<file path="src/rtl/core/egu_pkg.sv">
// Shared types, constants and codes of the evidence grid update block.
package egu_pkg;

    localparam int GRID_COLS = 256;
    localparam int GRID_ROWS = 256;
    localparam int CELL_MM   = 100;

    localparam int NCELLS = GRID_COLS * GRID_ROWS;
    localparam int IDX_W  = $clog2(NCELLS);
    localparam int COL_W  = $clog2(GRID_COLS);
    localparam int ROW_W  = $clog2(GRID_ROWS);
    localparam int SPAN_X = GRID_COLS * CELL_MM;
    localparam int SPAN_Y = GRID_ROWS * CELL_MM;

    // Division by the cell size is a multiply by a rounded-up reciprocal.
    localparam int    DIV_SH = 20 + $clog2(CELL_MM);
    localparam longint RECIP = ((64'd1 << DIV_SH) + CELL_MM - 1) / CELL_MM;

    localparam logic [15:0] K_KEEP      = 16'd58982;
    localparam logic [15:0] K_NEW       = 16'd6553;
    localparam logic [15:0] K_VAR_DECAY = 16'd64225;
    localparam logic [16:0] ONE_Q16     = 17'd65536;

    localparam logic [15:0] RST_Z_MAX     = 16'd2000;
    localparam logic [15:0] RST_OCC_THR   = 16'd300;
    localparam logic [16:0] RST_OCC_STEP  = 17'd13107;
    localparam logic [16:0] RST_VIS_STEP  = 17'd6554;
    localparam logic [16:0] RST_OCC_DECAY = 17'd62259;
    localparam logic [16:0] RST_VIS_DECAY = 17'd62259;

    localparam int CFG_IDX_W  = 3;
    localparam int CFG_DATA_W = 20;

    typedef enum logic [1:0] {
        CMD_DECAY     = 2'd0,
        CMD_INTEGRATE = 2'd1,
        CMD_READ      = 2'd2,
        CMD_NONE      = 2'd3
    } cmd_e;

    typedef enum logic [2:0] {
        CFG_ORIGIN_X  = 3'd0,
        CFG_ORIGIN_Y  = 3'd1,
        CFG_Z_MAX     = 3'd2,
        CFG_OCC_THR   = 3'd3,
        CFG_OCC_STEP  = 3'd4,
        CFG_VIS_STEP  = 3'd5,
        CFG_OCC_DECAY = 3'd6,
        CFG_VIS_DECAY = 3'd7
    } cfg_idx_e;

    typedef enum logic [1:0] {
        RES_DROP = 2'd0,
        RES_ACK  = 2'd1,
        RES_CELL = 2'd2,
        RES_NEW  = 2'd3
    } res_sel_e;

    typedef enum logic [3:0] {
        ST_CLEAR,
        ST_IDLE,
        ST_DECODE,
        ST_LOOKUP,
        ST_DATA,
        ST_CALC,
        ST_WRITE,
        ST_DEC_RD,
        ST_DEC_MUL,
        ST_DEC_WR
    } state_e;

    typedef struct packed {
        logic [1:0]         cmd;
        logic signed [19:0] x_mm;
        logic signed [19:0] y_mm;
        logic signed [19:0] z_mm;
        logic [7:0]         read_col;
        logic [7:0]         read_row;
    } cmd_word_t;

    typedef struct packed {
        logic        accepted;
        logic [15:0] cell_height_mm;
        logic [16:0] occ_score;
        logic [16:0] vis_score;
        logic [31:0] variance_mm2;
        logic [15:0] point_count;
    } result_t;

    typedef struct packed {
        logic [15:0] height;
        logic [16:0] occ;
        logic [16:0] vis;
        logic [31:0] var_mm2;
        logic [15:0] cnt;
    } cell_t;

    typedef struct packed {
        logic     cap;
        logic     idx_en;
        logic     rd_cell;
        logic     rd_sweep;
        logic     calc1;
        logic     calc2;
        logic     int_wr;
        logic     dec_calc;
        logic     dec_wr;
        logic     clr_wr;
        logic     sweep_clr;
        logic     sweep_inc;
        logic     emit;
        res_sel_e res;
    } dp_cmd_t;

    typedef struct packed {
        logic [1:0] cmd;
        logic       ok;
        logic       sweep_last;
    } dp_stat_t;

endpackage

</file>
<file path="src/rtl/core/egu_ctrl.sv">
// Sequencing state machine of the evidence grid update block.
module egu_ctrl
(
    input  logic              clk,
    input  logic              rst_n,
    input  logic              start,
    input  egu_pkg::dp_stat_t stat,
    output egu_pkg::dp_cmd_t  ctl,
    output logic              busy
);

    egu_pkg::state_e state_reg;
    egu_pkg::state_e state_next;

    always_ff @(posedge clk or negedge rst_n)
    begin
        if (!rst_n)
        begin
            state_reg <= egu_pkg::ST_CLEAR;
        end
        else
        begin
            state_reg <= state_next;
        end
    end

    always_comb
    begin
        state_next = state_reg;
        case (state_reg)
            egu_pkg::ST_CLEAR:
            begin
                if (stat.sweep_last)
                begin
                    state_next = egu_pkg::ST_IDLE;
                end
            end
            egu_pkg::ST_IDLE:
            begin
                if (start)
                begin
                    state_next = egu_pkg::ST_DECODE;
                end
            end
            egu_pkg::ST_DECODE:
            begin
                if (stat.cmd == egu_pkg::CMD_DECAY)
                begin
                    state_next = egu_pkg::ST_DEC_RD;
                end
                else if (stat.cmd == egu_pkg::CMD_INTEGRATE || stat.cmd == egu_pkg::CMD_READ)
                begin
                    state_next = egu_pkg::ST_LOOKUP;
                end
                else
                begin
                    state_next = egu_pkg::ST_IDLE;
                end
            end
            egu_pkg::ST_LOOKUP:
            begin
                state_next = stat.ok ? egu_pkg::ST_DATA : egu_pkg::ST_IDLE;
            end
            egu_pkg::ST_DATA:
            begin
                state_next = (stat.cmd == egu_pkg::CMD_READ) ? egu_pkg::ST_IDLE
                                                             : egu_pkg::ST_CALC;
            end
            egu_pkg::ST_CALC:    state_next = egu_pkg::ST_WRITE;
            egu_pkg::ST_WRITE:   state_next = egu_pkg::ST_IDLE;
            egu_pkg::ST_DEC_RD:  state_next = egu_pkg::ST_DEC_MUL;
            egu_pkg::ST_DEC_MUL: state_next = egu_pkg::ST_DEC_WR;
            egu_pkg::ST_DEC_WR:
            begin
                state_next = stat.sweep_last ? egu_pkg::ST_IDLE : egu_pkg::ST_DEC_RD;
            end
            default:             state_next = egu_pkg::ST_IDLE;
        endcase
    end

    always_comb
    begin
        ctl  = '0;
        busy = (state_reg != egu_pkg::ST_IDLE);
        case (state_reg)
            egu_pkg::ST_CLEAR:
            begin
                ctl.clr_wr    = 1'b1;
                ctl.sweep_inc = 1'b1;
            end
            egu_pkg::ST_IDLE:
            begin
                ctl.cap = start;
            end
            egu_pkg::ST_DECODE:
            begin
                ctl.idx_en = 1'b1;
                if (stat.cmd == egu_pkg::CMD_DECAY)
                begin
                    ctl.sweep_clr = 1'b1;
                end
                else if (stat.cmd != egu_pkg::CMD_INTEGRATE && stat.cmd != egu_pkg::CMD_READ)
                begin
                    ctl.emit = 1'b1;
                    ctl.res  = egu_pkg::RES_DROP;
                end
            end
            egu_pkg::ST_LOOKUP:
            begin
                if (stat.ok)
                begin
                    ctl.rd_cell = 1'b1;
                end
                else
                begin
                    ctl.emit = 1'b1;
                    ctl.res  = egu_pkg::RES_DROP;
                end
            end
            egu_pkg::ST_DATA:
            begin
                if (stat.cmd == egu_pkg::CMD_READ)
                begin
                    ctl.emit = 1'b1;
                    ctl.res  = egu_pkg::RES_CELL;
                end
                else
                begin
                    ctl.calc1 = 1'b1;
                end
            end
            egu_pkg::ST_CALC:
            begin
                ctl.calc2 = 1'b1;
            end
            egu_pkg::ST_WRITE:
            begin
                ctl.int_wr = 1'b1;
                ctl.emit   = 1'b1;
                ctl.res    = egu_pkg::RES_NEW;
            end
            egu_pkg::ST_DEC_RD:
            begin
                ctl.rd_sweep = 1'b1;
            end
            egu_pkg::ST_DEC_MUL:
            begin
                ctl.dec_calc = 1'b1;
            end
            egu_pkg::ST_DEC_WR:
            begin
                ctl.dec_wr = 1'b1;
                if (stat.sweep_last)
                begin
                    ctl.emit = 1'b1;
                    ctl.res  = egu_pkg::RES_ACK;
                end
                else
                begin
                    ctl.sweep_inc = 1'b1;
                end
            end
            default:
            begin
                ctl = '0;
            end
        endcase
    end

endmodule

</file>
<file path="config.mk">
export PLATFORM = sky130hd
export DESIGN_NAME = egu_ctrl
export DESIGN_NICKNAME = d
export VERILOG_FILES = /design/src/rtl/core/egu_pkg.sv /design/src/rtl/core/egu_ctrl.sv
export SDC_FILE = /design/constraint.sdc
export NUM_CORES = 1
export LEC_CHECK = 0
export BUFFER_PORTS_ARGS = -buffer_cell sky130_fd_sc_hd__clkbuf_2
export CAP_MARGIN = 10
export CELL_PAD_IN_SITES_DETAIL_PLACEMENT = 0
export CELL_PAD_IN_SITES_GLOBAL_PLACEMENT = 1
export CORE_MARGIN = 3
export CORE_UTILIZATION = 30
export DETAILED_ROUTE_END_ITERATION = 16
export GPL_TIMING_DRIVEN = 0
export PLACE_DENSITY = 0.83
export SLEW_MARGIN = 20
export SYNTH_ARGS = -nofsm -noshare
export SYNTH_HDL_FRONTEND = slang
export SYNTH_SLANG_ARGS = --single-unit
</file>
<file path="constraint.sdc">
create_clock -name clk -period 4.2 [get_ports clk]
set_input_delay 0.84 -clock clk [delete_from_list [all_inputs] [get_ports clk]]
set_output_delay 0.84 -clock clk [all_outputs]
set_load 0.01 [all_outputs]
</file>
==> results by group <==
Critical path
  – CP Cell Sequence: or4b_4 -> nor2_1 -> o21ai_1 -> o311ai_1 -> clkbuf_2
  – CP max-delay cell: or4b_4
  – CP endpoint kind: primary output
  – Crit path max fanout: 7
  – CP required: 3.36 ns
  – Slowest cell delay on critical path: 0.60 ns
  – Crit path DAT: 1.76 ns
  – CP Launch Type: flip-flop
  – Critical path class: flip-flop to primary output

Floorplanning
  – Top Ports: 23
  – Num rows: 12
  – Initial Util: 35.1%
  – Die area: 0.00191 mm²
  – Core area: 0.00122 mm²
  – Die Wd: 43.7 µm
  – Die height: 43.7 µm

Power
  – Sequential share of power: 20.7%
  – P_int: 0.000187 W
  – Sw Pwr: 0.000188 W
  – Worst vdd ir: 0.228 mV
  – Clock share of power: 13.1%
  – Switching power share of the total: 50.1%
  – Leak: 0.298 nW
  – PD cells: 650 mW/mm²
  – Combinational share of power: 66.1%

Clock tree
  – Clock root cell: clkbuf_4
  – TritonCTS Sinks: 4
  – Htree depth: 1
  – Clock tree from TritonCTS: yes
  – Total clock buffers created by CTS: 3
  – Clock transition at path regs: 0.04 ns
  – Worst-Skew Late Latency: 0.24 ns
  – Post-CTS setup buffer count: 0
  – Post-cts resize count: 0
  – Hold Buf Count CTS: 0
  – Clock buffer depth: 2

Placed design
  – Routability cong.: 0.834
  – Post-DP HPWL: 923 µm
  – DP Worst Slack: 1.79 ns
  – Port Buf Inserts: 22

Synthesis
  – Flops & latches, synth: 4
  – Number of synthesized flops with an enable pin: 0
  – Most frequent cells after synthesis: nor2_1, nand2_1, a21oi_1, dfrtp_1, nor3_1
  – Ys flop type: dfrtp_1
  – Post-synth ARST share: 100%
  – Synth cell types: 26
  – Mapped Area: 427 µm²
  – Synth area leaders: dfrtp_1, nor2_1, a21oi_1, nor3_1, nand2_1
  – Most common cell in the netlist: nor2_1
  – Synth area leader: dfrtp_1
  – Top cell type's share of synthesized area: 23.5%
  – Yosys warns: 0
  – Synthesized instance count: 61
  – Syn Area/Cell: 6.99 µm²
  – Sequential-to-total area share from yosys stat: 23.5%
  – Mapped Nets: 68

Route
  – DR pass1 iterations: 4
  – Vias: 524
  – Drt initial violations: 6
  – Routed Antenna Nets: 0
  – Via density: 5.24
  – Wire length per cell: 12.0 µm
  – DRC: 0
  – Final WL: 1200 µm

Finish
  – FILL cells: 134
  – Nets: 95
  – Ant. Diodes: 0
  – Layout cells sized above 1: 37.2%
  – Max FFs per register: 4
  – Area grow syn2layout: 35.2%

Outcome
  – Run status: complete, no violations

Timing
  – Final period utilization: 62.0%
  – Worst setup margin: 1.60 ns
  – Post-Route Skew: 0.00377 ns
  – Slew @ Worst Pin: 0.391 ns
  – Final Hold Fails: 0
  – Setup TNS: 0 ns
  – Slew Viols, Final: 0
  – Final Setup Violations: 0
  – Fmax: 384 MHz
  – Unrepaired setup endpoints after global routing: false
  – Period minus WS final: 2.60 ns
  – Slew Limit Headroom: 74.0%

GRT
  – GRT overflow: 0
  – Initial antenna violation count: 0
  – First-pass GRT wire length: 1930 µm
  – Largest net degree at the start of global routing: 11
  – GRT Resource Usage Total: 13.7%
  – Number of global-route vias before repair: 457

Hold path
  – Hold crit path type: input port to async pin

Flow run
  – Max_cap viols: 0
==> routing by layer <==
metal,up-vias,wire (µm),global-route usage [%]
li1,271,-,-
met1,235,597,18.0
met2,16,527,18.9
met3,2,69,4.15
met4,0,8,9.04
met5,-,0,0
==> cells by family after synthesis <==
group / synth area share, %
AOI/OAI and AO/OA: 24.3
buffers and inverters: 7.92
and+or+nand+nor: 44.3
DFF: 23.5
==> cell type report <==
| type | count | area (µm²) | area share [%] |
|---|---|---|---|
| Buffer | 3 | 18.8 | 3.25 |
| Inverter | 4 | 15.0 | 2.60 |
| Clock buffer | 3 | 22.5 | 3.90 |
| Sequential cell | 4 | 100 | 17.4 |
| Tap cell | 14 | 17.5 | 3.04 |
| Multi-Input combinational cell | 50 | 293 | 50.8 |
| Timing Repair Buffer | 22 | 110 | 19.1 |
==> cells in the final DEF (no fill, tap or decap), types with 2 or more instances in the layout <==
master and n:
clkbuf_4 3, dfrtp_1 4, clkbuf_1 2, o21ai_0 3
clkbuf_2 22, nor3_1 4, nor2_2 2, nor2_1 9
nor4_1 3, o21ai_1 2, nor2b_1 2, nand2b_1 3
inv_1 3, or2_1 3, a21oi_1 4, nand2_1 5
==> per-stage QoR <==
step	hold WS, ns	utilization (%)	power [W]	std cells	instance area (µm²)
detailed placement	0.573	45.6	0.000325	97	554
global placement	0.566	45.6	0.000326	97	554
CTS	0.392	47.4	0.000376	100	577
floorplan	0.539	-	0.000247	61	427
finish	0.395	47.4	0.000375	100	577
global route	0.386	47.4	0.000412	100	577
==> path summary, 6_finish.rpt <==
path	slack (ns)	end	cells past startpoint	from
max	1.60	ctl[2]	5	state_reg[0]
min	0.40	state_reg[1]	1	rst_n
max reg2reg	2.61	state_reg[1]	4	state_reg[0]
min reg2reg	0.58	state_reg[1]	2	state_reg[2]
max in group asynchronous	3.68	state_reg[3]	1	rst_n
min in group clk	0.58	state_reg[1]	2	state_reg[2]
==> power groups by stage <==
stage               registers, W  logic [W]  clock network (W)
CTS                    0.0000771   0.000249          0.0000503
global route           0.0000797   0.000277          0.0000550
detailed placement     0.0000775   0.000247                  0
global placement       0.0000783   0.000248                  0
finish                 0.0000778   0.000248          0.0000492
floorplan              0.0000698   0.000177                  0
==> worst max-delay path, delay by kind of cell, from the launching register on <==
family	cells	cell delay (ns)
simple gates	2	0.71
flops	1	0.46
buf+inv	1	0.18
compound gates	2	0.17
No activity file was read; power rests on OpenSTA's default activity.
